<file path="src/sv/rmtf_pkg.sv">
package rmtf_pkg;

    typedef enum logic [1:0] {
        OP_HEADER      = 2'd0,
        OP_DEQUEUE     = 2'd1,
        OP_CHAIN_SET   = 2'd2,
        OP_CHAIN_CLEAR = 2'd3
    } opcode_t;

    typedef enum logic [2:0] {
        OUT_INVALID     = 3'd0,
        OUT_RING_SLOT   = 3'd1,
        OUT_SYNC_BUF    = 3'd2,
        OUT_CHAIN_DROP  = 3'd3,
        OUT_FULL_DROP   = 3'd4,
        OUT_DEQUEUED    = 3'd5,
        OUT_EMPTY       = 3'd6,
        OUT_CONTROL     = 3'd7
    } outcome_t;

    localparam logic [1:0] CFG_SYNC_MASK     = 2'd0;
    localparam logic [1:0] CFG_SLAVE_MASK    = 2'd1;
    localparam logic [1:0] CFG_RESERVED      = 2'd2;

    localparam logic [7:0] SYNC_MASK_RST     = 8'h40;
    localparam logic [7:0] SLAVE_MASK_RST    = 8'h20;
    localparam logic [3:0] RESERVED_RST      = 4'd2;

    localparam logic [7:0] INVALID_BIT       = 8'h80;

    // stored frame header: command id in the high byte
    typedef struct packed {
        logic [7:0] command_id;
        logic [7:0] frame_length;
    } hdr_t;

endpackage

</file>
<file path="src/sv/rmtf_hdr_mem.sv">
module rmtf_hdr_mem
    import rmtf_pkg::*;
#(
    parameter int DEPTH = 16,
    parameter int AW    = 4
)
(
    input  logic          clk,
    input  logic          wr_en,
    input  logic [AW-1:0] wr_addr,
    input  hdr_t          wr_data,
    input  logic          rd_en,
    input  logic [AW-1:0] rd_addr,
    output hdr_t          rd_data
);

    hdr_t mem [DEPTH];
    hdr_t rd_data_reg;

    always_ff @(posedge clk)
    begin
        if (wr_en)
        begin
            mem[wr_addr] <= wr_data;
        end
    end

    always_ff @(posedge clk)
    begin
        if (rd_en)
        begin
            rd_data_reg <= mem[rd_addr];
        end
    end

    assign rd_data = rd_data_reg;

endmodule

</file>
<file path="src/sv/rx_message_triage_fifo.sv">
// Receive-side header triage and slot ring. Each request (frame header, dequeue,
// or chain-pending control) is decided in the cycle it is accepted and its result
// appears in the output register in the next cycle; a request can be accepted every
// cycle, and in_stall rises only while a finished result is held by out_stall.
// Headers live in a RING_DEPTH-entry memory with one write and one registered
// read port, which returns the dequeued header with the result. Status outputs
// reflect the ring after the request; peak_level is the high watermark since reset.
module rx_message_triage_fifo
    import rmtf_pkg::*;
#(
    parameter int RING_DEPTH = 16
)
(
    input  logic       clk,
    input  logic       rst_n,

    input  logic       cfg_write,
    input  logic [1:0] cfg_index,
    input  logic [7:0] cfg_data,

    input  logic       in_valid,
    output logic       in_stall,
    input  logic [1:0] opcode,
    input  logic [7:0] command_id,
    input  logic [7:0] frame_length,
    input  logic       sync_wait_armed,

    output logic       out_valid,
    input  logic       out_stall,
    output logic [2:0] outcome,
    output logic [3:0] slot_index,
    output logic [7:0] head_command_id,
    output logic [7:0] head_length,
    output logic       is_empty,
    output logic       is_full,
    output logic       is_almost_full,
    output logic [4:0] fill_level,
    output logic [4:0] peak_level
);

    localparam int PTR_W  = (RING_DEPTH > 1) ? $clog2(RING_DEPTH) : 1;
    localparam int CNT_W  = $clog2(RING_DEPTH + 1);
    localparam int FREE_W = (PTR_W + 1 > 4) ? PTR_W + 1 : 4;
    localparam logic [PTR_W-1:0]  PTR_LAST   = PTR_W'(RING_DEPTH - 1);
    localparam logic [FREE_W-1:0] DEPTH_FREE = FREE_W'(RING_DEPTH);

    // configuration
    logic [7:0] sync_mask_reg;
    logic [7:0] slave_mask_reg;
    logic [3:0] reserved_reg;

    // ring state
    logic [PTR_W-1:0] rd_ptr_reg, rd_ptr_next;
    logic [PTR_W-1:0] wr_ptr_reg, wr_ptr_next;
    logic             full_reg, full_next;
    logic [CNT_W-1:0] occ_reg, occ_next;
    logic [CNT_W-1:0] peak_reg, peak_next;
    logic             chain_reg, chain_next;

    // result register
    logic             out_valid_reg, out_valid_next;
    outcome_t         outcome_reg, outcome_next;
    logic [3:0]       slot_reg, slot_next;
    logic             empty_reg, empty_next;
    logic             full_o_reg;
    logic             almost_reg, almost_next;
    logic [4:0]       fill_reg, fill_next;
    logic [4:0]       peak_o_reg, peak_o_next;

    logic             accept;
    logic             mem_wr_en;
    logic             mem_rd_en;
    hdr_t             wr_hdr;
    hdr_t             rd_hdr;
    opcode_t          op;

    assign in_stall = out_valid_reg && out_stall;
    assign accept   = in_valid && !in_stall;
    assign op       = opcode_t'(opcode);
    assign wr_hdr   = '{command_id: command_id, frame_length: frame_length};

    always_ff @(posedge clk or negedge rst_n)
    begin
        if (!rst_n)
        begin
            sync_mask_reg  <= SYNC_MASK_RST;
            slave_mask_reg <= SLAVE_MASK_RST;
            reserved_reg   <= RESERVED_RST;
        end
        else if (cfg_write)
        begin
            unique case (cfg_index)
                CFG_SYNC_MASK:  sync_mask_reg  <= cfg_data;
                CFG_SLAVE_MASK: slave_mask_reg <= cfg_data;
                CFG_RESERVED:   reserved_reg   <= cfg_data[3:0];
                default:        ;
            endcase
        end
    end

    always_comb
    begin
        logic [PTR_W-1:0]   wr_inc;
        logic [PTR_W-1:0]   rd_inc;
        logic [FREE_W-1:0]  rd_f;
        logic [FREE_W-1:0]  wr_f;
        logic [FREE_W-1:0]  free_slots;
        logic [PTR_W+3:0]   slot_ext;
        logic [CNT_W+4:0]   occ_ext;
        logic [CNT_W+4:0]   peak_ext;
        logic [PTR_W-1:0]   slot_sel;
        logic               cur_empty;

        wr_inc    = (wr_ptr_reg == PTR_LAST) ? '0 : wr_ptr_reg + PTR_W'(1);
        rd_inc    = (rd_ptr_reg == PTR_LAST) ? '0 : rd_ptr_reg + PTR_W'(1);
        cur_empty = (rd_ptr_reg == wr_ptr_reg) && !full_reg;

        rd_ptr_next  = rd_ptr_reg;
        wr_ptr_next  = wr_ptr_reg;
        full_next    = full_reg;
        occ_next     = occ_reg;
        peak_next    = peak_reg;
        chain_next   = chain_reg;
        outcome_next = OUT_INVALID;
        slot_sel     = '0;
        mem_wr_en    = 1'b0;
        mem_rd_en    = 1'b0;

        unique case (op)
            OP_HEADER:
            begin
                priority if (((command_id & INVALID_BIT) != 8'd0)
                             || ((command_id & slave_mask_reg) == 8'd0))
                begin
                    outcome_next = OUT_INVALID;
                end
                else if ((command_id & sync_mask_reg) != 8'd0)
                begin
                    if (chain_reg)
                    begin
                        chain_next   = 1'b0;
                        outcome_next = OUT_CHAIN_DROP;
                    end
                    else
                    begin
                        outcome_next = sync_wait_armed ? OUT_SYNC_BUF : OUT_INVALID;
                    end
                end
                else if (full_reg)
                begin
                    outcome_next = OUT_FULL_DROP;
                end
                else
                begin
                    mem_wr_en    = accept;
                    slot_sel     = wr_ptr_reg;
                    wr_ptr_next  = wr_inc;
                    occ_next     = occ_reg + CNT_W'(1);
                    peak_next    = (occ_next > peak_reg) ? occ_next : peak_reg;
                    full_next    = (wr_inc == rd_ptr_reg);
                    outcome_next = OUT_RING_SLOT;
                end
            end
            OP_DEQUEUE:
            begin
                if (cur_empty)
                begin
                    outcome_next = OUT_EMPTY;
                end
                else
                begin
                    mem_rd_en    = accept;
                    slot_sel     = rd_ptr_reg;
                    rd_ptr_next  = rd_inc;
                    full_next    = 1'b0;
                    occ_next     = (occ_reg != '0) ? occ_reg - CNT_W'(1) : occ_reg;
                    outcome_next = OUT_DEQUEUED;
                end
            end
            OP_CHAIN_SET, OP_CHAIN_CLEAR:
            begin
                chain_next   = (op == OP_CHAIN_SET);
                outcome_next = OUT_CONTROL;
            end
        endcase

        if (!accept)
        begin
            rd_ptr_next = rd_ptr_reg;
            wr_ptr_next = wr_ptr_reg;
            full_next   = full_reg;
            occ_next    = occ_reg;
            peak_next   = peak_reg;
            chain_next  = chain_reg;
        end

        // status after the request
        rd_f       = FREE_W'(rd_ptr_next);
        wr_f       = FREE_W'(wr_ptr_next);
        free_slots = (rd_f >= wr_f) ? rd_f - wr_f : rd_f + DEPTH_FREE - wr_f;
        empty_next = (rd_ptr_next == wr_ptr_next) && !full_next;
        if (sync_wait_armed)
        begin
            almost_next = full_next;
        end
        else
        begin
            almost_next = full_next || ((free_slots != '0)
                          && (free_slots <= FREE_W'(reserved_reg)));
        end

        slot_ext    = {4'd0, slot_sel};
        occ_ext     = {5'd0, occ_next};
        peak_ext    = {5'd0, peak_next};
        slot_next   = slot_ext[3:0];
        fill_next   = occ_ext[4:0];
        peak_o_next = peak_ext[4:0];

        out_valid_next = accept ? 1'b1 : (out_valid_reg && out_stall);
    end

    always_ff @(posedge clk or negedge rst_n)
    begin
        if (!rst_n)
        begin
            rd_ptr_reg    <= '0;
            wr_ptr_reg    <= '0;
            full_reg      <= 1'b0;
            occ_reg       <= '0;
            peak_reg      <= '0;
            chain_reg     <= 1'b0;
            out_valid_reg <= 1'b0;
        end
        else
        begin
            rd_ptr_reg    <= rd_ptr_next;
            wr_ptr_reg    <= wr_ptr_next;
            full_reg      <= full_next;
            occ_reg       <= occ_next;
            peak_reg      <= peak_next;
            chain_reg     <= chain_next;
            out_valid_reg <= out_valid_next;
        end
    end

    always_ff @(posedge clk)
    begin
        if (accept)
        begin
            outcome_reg <= outcome_next;
            slot_reg    <= slot_next;
            empty_reg   <= empty_next;
            full_o_reg  <= full_next;
            almost_reg  <= almost_next;
            fill_reg    <= fill_next;
            peak_o_reg  <= peak_o_next;
        end
    end

    rmtf_hdr_mem #(
        .DEPTH (RING_DEPTH),
        .AW    (PTR_W)
    ) u_hdr_mem (
        .clk     (clk),
        .wr_en   (mem_wr_en),
        .wr_addr (wr_ptr_reg),
        .wr_data (wr_hdr),
        .rd_en   (mem_rd_en),
        .rd_addr (rd_ptr_reg),
        .rd_data (rd_hdr)
    );

    assign out_valid       = out_valid_reg;
    assign outcome         = outcome_reg;
    assign slot_index      = slot_reg;
    assign head_command_id = (outcome_reg == OUT_DEQUEUED) ? rd_hdr.command_id : 8'd0;
    assign head_length     = (outcome_reg == OUT_DEQUEUED) ? rd_hdr.frame_length : 8'd0;
    assign is_empty        = empty_reg;
    assign is_full         = full_o_reg;
    assign is_almost_full  = almost_reg;
    assign fill_level      = fill_reg;
    assign peak_level      = peak_o_reg;

    a_full_count: assert property (@(posedge clk) disable iff (!rst_n)
        full_reg |-> (occ_reg == CNT_W'(RING_DEPTH)))
        else $error("full flag without full occupancy");

    a_empty_count: assert property (@(posedge clk) disable iff (!rst_n)
        ((rd_ptr_reg == wr_ptr_reg) && !full_reg) |-> (occ_reg == '0))
        else $error("empty ring with nonzero occupancy");

    a_peak_bound: assert property (@(posedge clk) disable iff (!rst_n)
        peak_reg >= occ_reg)
        else $error("peak below occupancy");

    a_stall_held: assert property (@(posedge clk) disable iff (!rst_n)
        in_stall |-> out_valid_reg)
        else $error("input stalled with no result held");

    a_write_not_full: assert property (@(posedge clk) disable iff (!rst_n)
        mem_wr_en |-> (!full_reg && !mem_rd_en))
        else $error("header written into full ring");

endmodule
</file>
<file path="config.mk">
export PLATFORM = sky130hd
export DESIGN_NAME = rx_message_triage_fifo
export DESIGN_NICKNAME = d
export VERILOG_FILES = /design/src/sv/rmtf_pkg.sv /design/src/sv/rmtf_hdr_mem.sv /design/src/sv/rx_message_triage_fifo.sv
export SDC_FILE = /design/constraint.sdc
export NUM_CORES = 1
export LEC_CHECK = 0
export ABC_AREA = 1
export BUFFER_PORTS_ARGS = -buffer_cell sky130_fd_sc_hd__buf_2
export CORE_MARGIN = 1.5
export CORE_UTILIZATION = 48
export DETAILED_ROUTE_END_ITERATION = 12
export GPL_TIMING_DRIVEN = 0
export PLACE_DENSITY = 0.74
export RECOVER_POWER = 25
export SYNTH_ARGS = -nofsm -noshare
export SYNTH_HDL_FRONTEND = slang
export SYNTH_SLANG_ARGS = --single-unit
</file>
<file path="constraint.sdc">
create_clock -name clk -period 4.96 [get_ports clk]
set_input_delay 0.744 -clock clk [delete_from_list [all_inputs] [get_ports clk]]
set_output_delay 0.744 -clock clk [all_outputs]
set_load 0.01 [all_outputs]
</file>
==> results.yml, run 1 <==
sta:
  hold_viol: 0
  rsz0062_at_grt: "no"
  setup-violations-final: 0
  drv_slew: 0
  tightest_slew_ns: 0.969
  period_needed_ns: 4.33
  fin_crit_sh_pct: 87.2
  fmax_mhz: 231
  fin_skew_ns: 0.0341
  relSlewSlack_pct: 35.4
  whs_ns: 0.363
  fin_setup_tns_ns: 0
synth:
  ys_warn_count: 0
  ys_ff_latch: 332
  async_reset_ff_share_pct: 12.0
  synth_cell_types: 38
  syn_nets: 1220
  syn_area_um2: 14000
  netlist_instances: 1165
  synth_edf_count: 292
  yosys_most_used_dff: "edfxtp_1"
  syn_area_per_cell_um2: 12.0
  seq_area_frac_synth_pct: 69.8
routing:
  wl_per_cell_um: 22.1
  drc: 0
  totalWireLength_um: 37600
  ant_nets: 0
  via_per_inst: 5.86
  drt_first_pass_iters: 5
  first_iter_violations: 1278
  dr_total_vias: 9947
final_layout:
  syn_to_final_growth_pct: 16.0
  layout.nets: 1344
  antenna_cells: 0
  multi_input_area_um2: 3690
  final_util_pct: 56.6
  drive_gt1_share_pct: 16.1
  area.sequential_um2: 9770
  fill_cells: 2299
  stdcell_count: 1698
  largest_reg_flops: 256
setup_path:
  cp_slowest_stage_delay_ns: 0.64
  cp.required_ns: 5.22
  start_kind: "input pin"
  crit_top_cell: "nand2_1"
  worstSetupPathType: "in2reg"
  crit_chain: "clkbuf_1 -> nand2_1 -> nand2_1 -> nor2_1 -> nand2_1 -> nand2_1 -> nor2_1 -> inv_2 -> nor2_4 -> nand3_2 -> nand2_2 -> inv_2 -> ha_1 -> nand2_1 -> o21ai_0 -> xor2_1 -> inv_1 -> ha_1 -> nand2_1 -> o21ai_0 -> a21oi_1 -> nand2_1 -> o21bai_1 -> nand2_1"
  worstReg2RegStart: "out_valid"
  r2r-end: "is_almost_full"
  end_kind: "flop"
  r2r_cells: 21
  arrival_ns: 4.58
  path_buf_inv: 4
  ff2ff_setup_slack_ns: 0.77
  crit_fanout: 18
  cp.depth: 24
  cp_top_family: "simple AND/OR/NAND/NOR gates"
  slowest_stage: "clkbuf_1"
cts:
  clockBufferDepth: 3
  cts_hold_buffers: 0
  clkSinkCount: 332
  cts_made_buffers: 35
  cts_resized: 0
  root_buffer: "clkbuf_16"
  post-cts-setup-buffers: 0
  clk_latency_ns: 0.53
  cts_tree: "built"
  clk_pin_slew_ns: 0.06
  cts-htree-levels: 2
global_route:
  grt_remaining_overflow: 0
  grt_max_degree: 41
  grt_pass1_wl_um: 56800
  first_global_vias: 9814
  antenna_found_initial: 1
  track_usage_pct: 25.0
die:
  rows: 62
  die_x_um: 174
  die-area_um2: 30200
  initial_core_util_pct: 48.8
  pin_count: 72
  die_h_um: 174
  fp.coreArea_um2: 28700
hold_path:
  hold_path_class: "in2async"
place:
  placedCellCount: 1636
  io_buffers: 71
  dp_hpwl_um: 25200
  globalplace.congestion: 0.878
power:
  vdd_ir_drop_max_mv: 0.211
  total_leakage_power_uw: 0.00601
  p_total_uw: 8750
  p_per_area_nw_per_um2: 539
status:
  status: "completed"
job:
  drv_cap: 0
==> layer usage <==
metal / track usage, % / wire length, µm / part of all wire (%) / vias up
met4: 9.77 / 1190 / 3.2 / 2
met5: 0 / 13 / 0.035 / -
met3: 7.21 / 4910 / 13 / 97
met1: 34.1 / 14500 / 38 / 4757
met2: 37.9 / 17000 / 45 / 656
li1: - / - / - / 4435
==> logic make-up after synthesis <==
kind of cell | share of synthesized area, %
DFF | 69.8
and+or+nand+nor | 12.1
xor gates and xnor gates | 0.617
adders and majority gates | 1.93
buffers and inverters | 4.16
AOI/OAI and AO/OA | 11.4
==> layout make-up <==
type / instances / share of cell area (%)
timing repair buffer: 87 / 3.86
multi-input combinational: 691 / 22.7
inverter: 85 / 1.97
tap: 384 / 2.96
sequential: 332 / 60.2
clock inverter: 19 / 0.994
buffer: 57 / 1.63
clock buffer: 43 / 5.70
==> cells in the mapped netlist, drive strengths merged, types with 10 or more instances <==
cell | n | area share, %
edfxtp | 292 | 63
o221ai | 49 | 3.1
o22ai | 20 | 0.89
dfrtp | 37 | 6.6
nand2 | 155 | 4.4
inv | 85 | 2.3
o21ai | 165 | 5.9
nand3 | 42 | 1.6
buf | 29 | 1.1
clkbuf | 28 | 0.77
nor2 | 185 | 5.4
o211ai | 20 | 1.1
ha | 20 | 1.8
a21oi | 10 | 0.36
==> report_power, final <==
group / switching (µW) / leakage (µW) / internal, µW
Combinational: 2070 / 0.00235 / 870
Sequential: 98.8 / 0.00312 / 3230
Clock: 1050 / 0.000533 / 1440
==> per-stage QoR <==
step	instance area, µm²	setup slack (ns)
after global routing	16200	0.312
after floorplan	14000	1.06
after global placement	14800	0.461
final	16200	0.632
after CTS	16300	0.769
after detailed placement	15200	0.328
==> layout by cell type, fill, tap and decap left out, drive strengths merged, types with 6 or more instances in the layout <==
master / n
nand3: 42
o22ai: 20
a21oi: 10
nor2: 185
inv: 85
o21ai: 165
nand4: 6
o211ai: 20
clkbuf: 83
xor2: 6
clkinv: 16
o221ai: 49
dfrtp: 37
edfxtp: 292
nand2: 155
ha: 20
buf: 104
==> how the worst max path moves through the flow <==
stage | startpoint | to
3_5_place_dp | out_stall | is_almost_full
4_1_cts | out_valid | is_almost_full
3_3_place_gp | out_stall | is_almost_full
2_1_floorplan | out_stall | is_almost_full
5_1_grt | command_id[4] | is_almost_full
6_report | command_id[0] | is_almost_full
==> worst reg2reg max path, stage by stage (launching register included) <==
cell	delay [ns]
dfrtp_1	0.37
nand2_1	0.10
inv_2	0.07
nor2_8	0.39
inv_1	0.13
nor2_2	0.24
nand2_4	0.11
inv_2	0.34
nand2_2	0.11
xor2_2	0.20
ha_1	0.38
nand2_1	0.07
o21ai_0	0.30
xor2_1	0.23
inv_1	0.07
ha_1	0.31
nand2_1	0.06
o21ai_0	0.16
a21oi_1	0.08
nand2_1	0.06
o21bai_1	0.10
nand2_1	0.07
No activity file was read; power rests on OpenSTA's default activity.
==> run 2, diff against run 1 <==
--- a/config.mk
+++ b/config.mk
@@ -12,7 +12,6 @@
 export DETAILED_ROUTE_END_ITERATION = 12
 export GPL_TIMING_DRIVEN = 0
 export PLACE_DENSITY = 0.74
-export RECOVER_POWER = 25
 export SYNTH_ARGS = -nofsm -noshare
 export SYNTH_HDL_FRONTEND = slang
 export SYNTH_SLANG_ARGS = --single-unit
==> run 2 against run 1 <==
  * Global-route usage stayed put
  * Combinational power hardly changed
  * First-iteration DRC count hardly changed
  * Worst hold slack hardly changed
  * Worst setup slack better by 0.14 ns
  * Core utilization is 0.052 points higher
  * Maximum frequency is 3.4% higher
  * Power hardly changed
  * Sequential share of layout area is 0.056 points lower
  * Highest routed layer unchanged
  * Die area stayed put
  * Largest power group unchanged
  * Non-clock buffer count stayed put
==> results.yml, run 2 (synthesis gave the netlist of run 1 again) <==
routing:
  drt_first_pass_iters: 5
  routed-wl-met2_um: 16900
  wl_per_cell_um: 22.1
  wl_met1_um: 14600
  ant_nets: 0
  met3_length_um: 4840
  dr_total_vias: 9982
  drc: 0
  via_per_inst: 5.88
  routed.top_layer: "met5"
  totalWireLength_um: 37600
  first_iter_violations: 1277
setup_path:
  ff2ff_setup_slack_ns: 0.77
  cp.required_ns: 5.22
  r2r_cells: 21
  worstReg2RegStart: "out_valid"
  end_kind: "flop"
  crit_fanout: 29
  critPathLaunch: "out_valid"
  worstSetupPathType: "reg2reg"
  r2r-end: "is_almost_full"
  arrival_ns: 4.44
  start_kind: "flop"
die:
  rows: 62
  die-area_um2: 30200
  pin_count: 72
  fp.coreArea_um2: 28700
  die_h_um: 174
  initial_core_util_pct: 48.8
  die_x_um: 174
power:
  total_leakage_power_uw: 0.00604
  p_per_area_nw_per_um2: 539
  p_total_uw: 8750
  vdd_ir_drop_max_mv: 0.211
cts:
  post-cts-setup-buffers: 0
  cts_hold_buffers: 0
  root_buffer: "clkbuf_16"
  cts_tree: "built"
  cts-htree-levels: 2
  cts_resized: 0
  cts_made_buffers: 35
  clkSinkCount: 332
  clk_pin_slew_ns: 0.06
  clockBufferDepth: 3
  clk_latency_ns: 0.53
sta:
  setup-violations-final: 0
  relSlewSlack_pct: 37.5
  rsz0062_at_grt: "no"
  hold_viol: 0
  period_needed_ns: 4.19
  whs_ns: 0.363
  fmax_mhz: 239
  tightest_slew_ns: 0.937
  fin_setup_tns_ns: 0
  fin_skew_ns: 0.0333
  fin_crit_sh_pct: 84.4
  drv_slew: 0
hold_path:
  hold_path_class: "in2async"
final_layout:
  fill_cells: 2293
  syn_to_final_growth_pct: 16.1
  largest_reg_flops: 256
  stdcell_count: 1698
  final_common_cell: "edfxtp_1"
  drive_gt1_share_pct: 17.0
  final_area_um2: 16300
  layout.nets: 1344
  antenna_cells: 0
  mostFrequentLayoutCells: "edfxtp_1 (292), nor2_1 (160), o21ai_0 (154), nand2_1 (147), buf_2 (94)"
global_route:
  grt_max_degree: 41
  grt_pass1_wl_um: 56800
  track_usage_pct: 25.0
  grt_remaining_overflow: 0
  first_global_vias: 9814
  antenna_found_initial: 1
place:
  globalplace.congestion: 0.878
  placedCellCount: 1636
  io_buffers: 71
  dp_hpwl_um: 25200
  dpl_cell_area_um2: 15200
status:
  status: "completed"
job:
  drv_cap: 0
## run 2: layout make-up
| cell class | instances | area, µm² | share of cell area (%) |
|---|---|---|---|
| flip-flops and latches | 332 | 9770 | 60.1 |
| multi-input cells | 691 | 3690 | 22.7 |
| clock buffers | 43 | 926 | 5.70 |
| repair buffers | 87 | 642 | 3.95 |
| well taps | 384 | 480 | 2.96 |
| inverters | 85 | 319 | 1.96 |
| plain buffers | 57 | 264 | 1.62 |
| clock inverters | 19 | 161 | 0.993 |
## run 2: worst max-delay path: stages, from the launching register on
cell and delay (ns):
dfrtp_1 0.37, nand2_1 0.10, inv_2 0.07, nor2_8 0.39, inv_1 0.10, nor2_2 0.24, nand2_4 0.11, inv_2 0.34
nand2_2 0.11, xor2_2 0.19, ha_1 0.38, nand2_1 0.07, o21ai_0 0.30, xor2_1 0.23, inv_1 0.07, ha_1 0.31
nand2_1 0.06, o21ai_0 0.16, a21oi_1 0.08, nand2_1 0.06, o21bai_1 0.10, nand2_1 0.07
## run 2: worst max path at each step
stage / end / slack [ns] / cells past startpoint
final: is_almost_full / 0.77 / 21
after global routing: is_almost_full / 0.45 / 21
after CTS: is_almost_full / 0.77 / 21
after detailed placement: is_almost_full / 0.33 / 22
after global placement: is_almost_full / 0.46 / 22
after floorplan: is_almost_full / 1.06 / 21
## run 2: where the power goes
part	total, µW	switching (µW)	internal (µW)
sequential	3330	98.6	3230
combinational	2940	2070	872
clock	2490	1050	1440
total	8750	3220	5530
## run 2: through the flow
stage / utilization, % / worst slack [ns]
finish: 56.6 / 0.774
floorplan: - / 1.06
global placement: 51.7 / 0.461
detailed placement: 52.8 / 0.328
CTS: 56.6 / 0.769
global route: 56.6 / 0.445
## run 2: metal layers
layer	track usage, %	up-vias
met4	9.77	2
li1	-	4433
met3	7.21	110
met1	34.1	4774
met2	37.9	663
met5	0	-
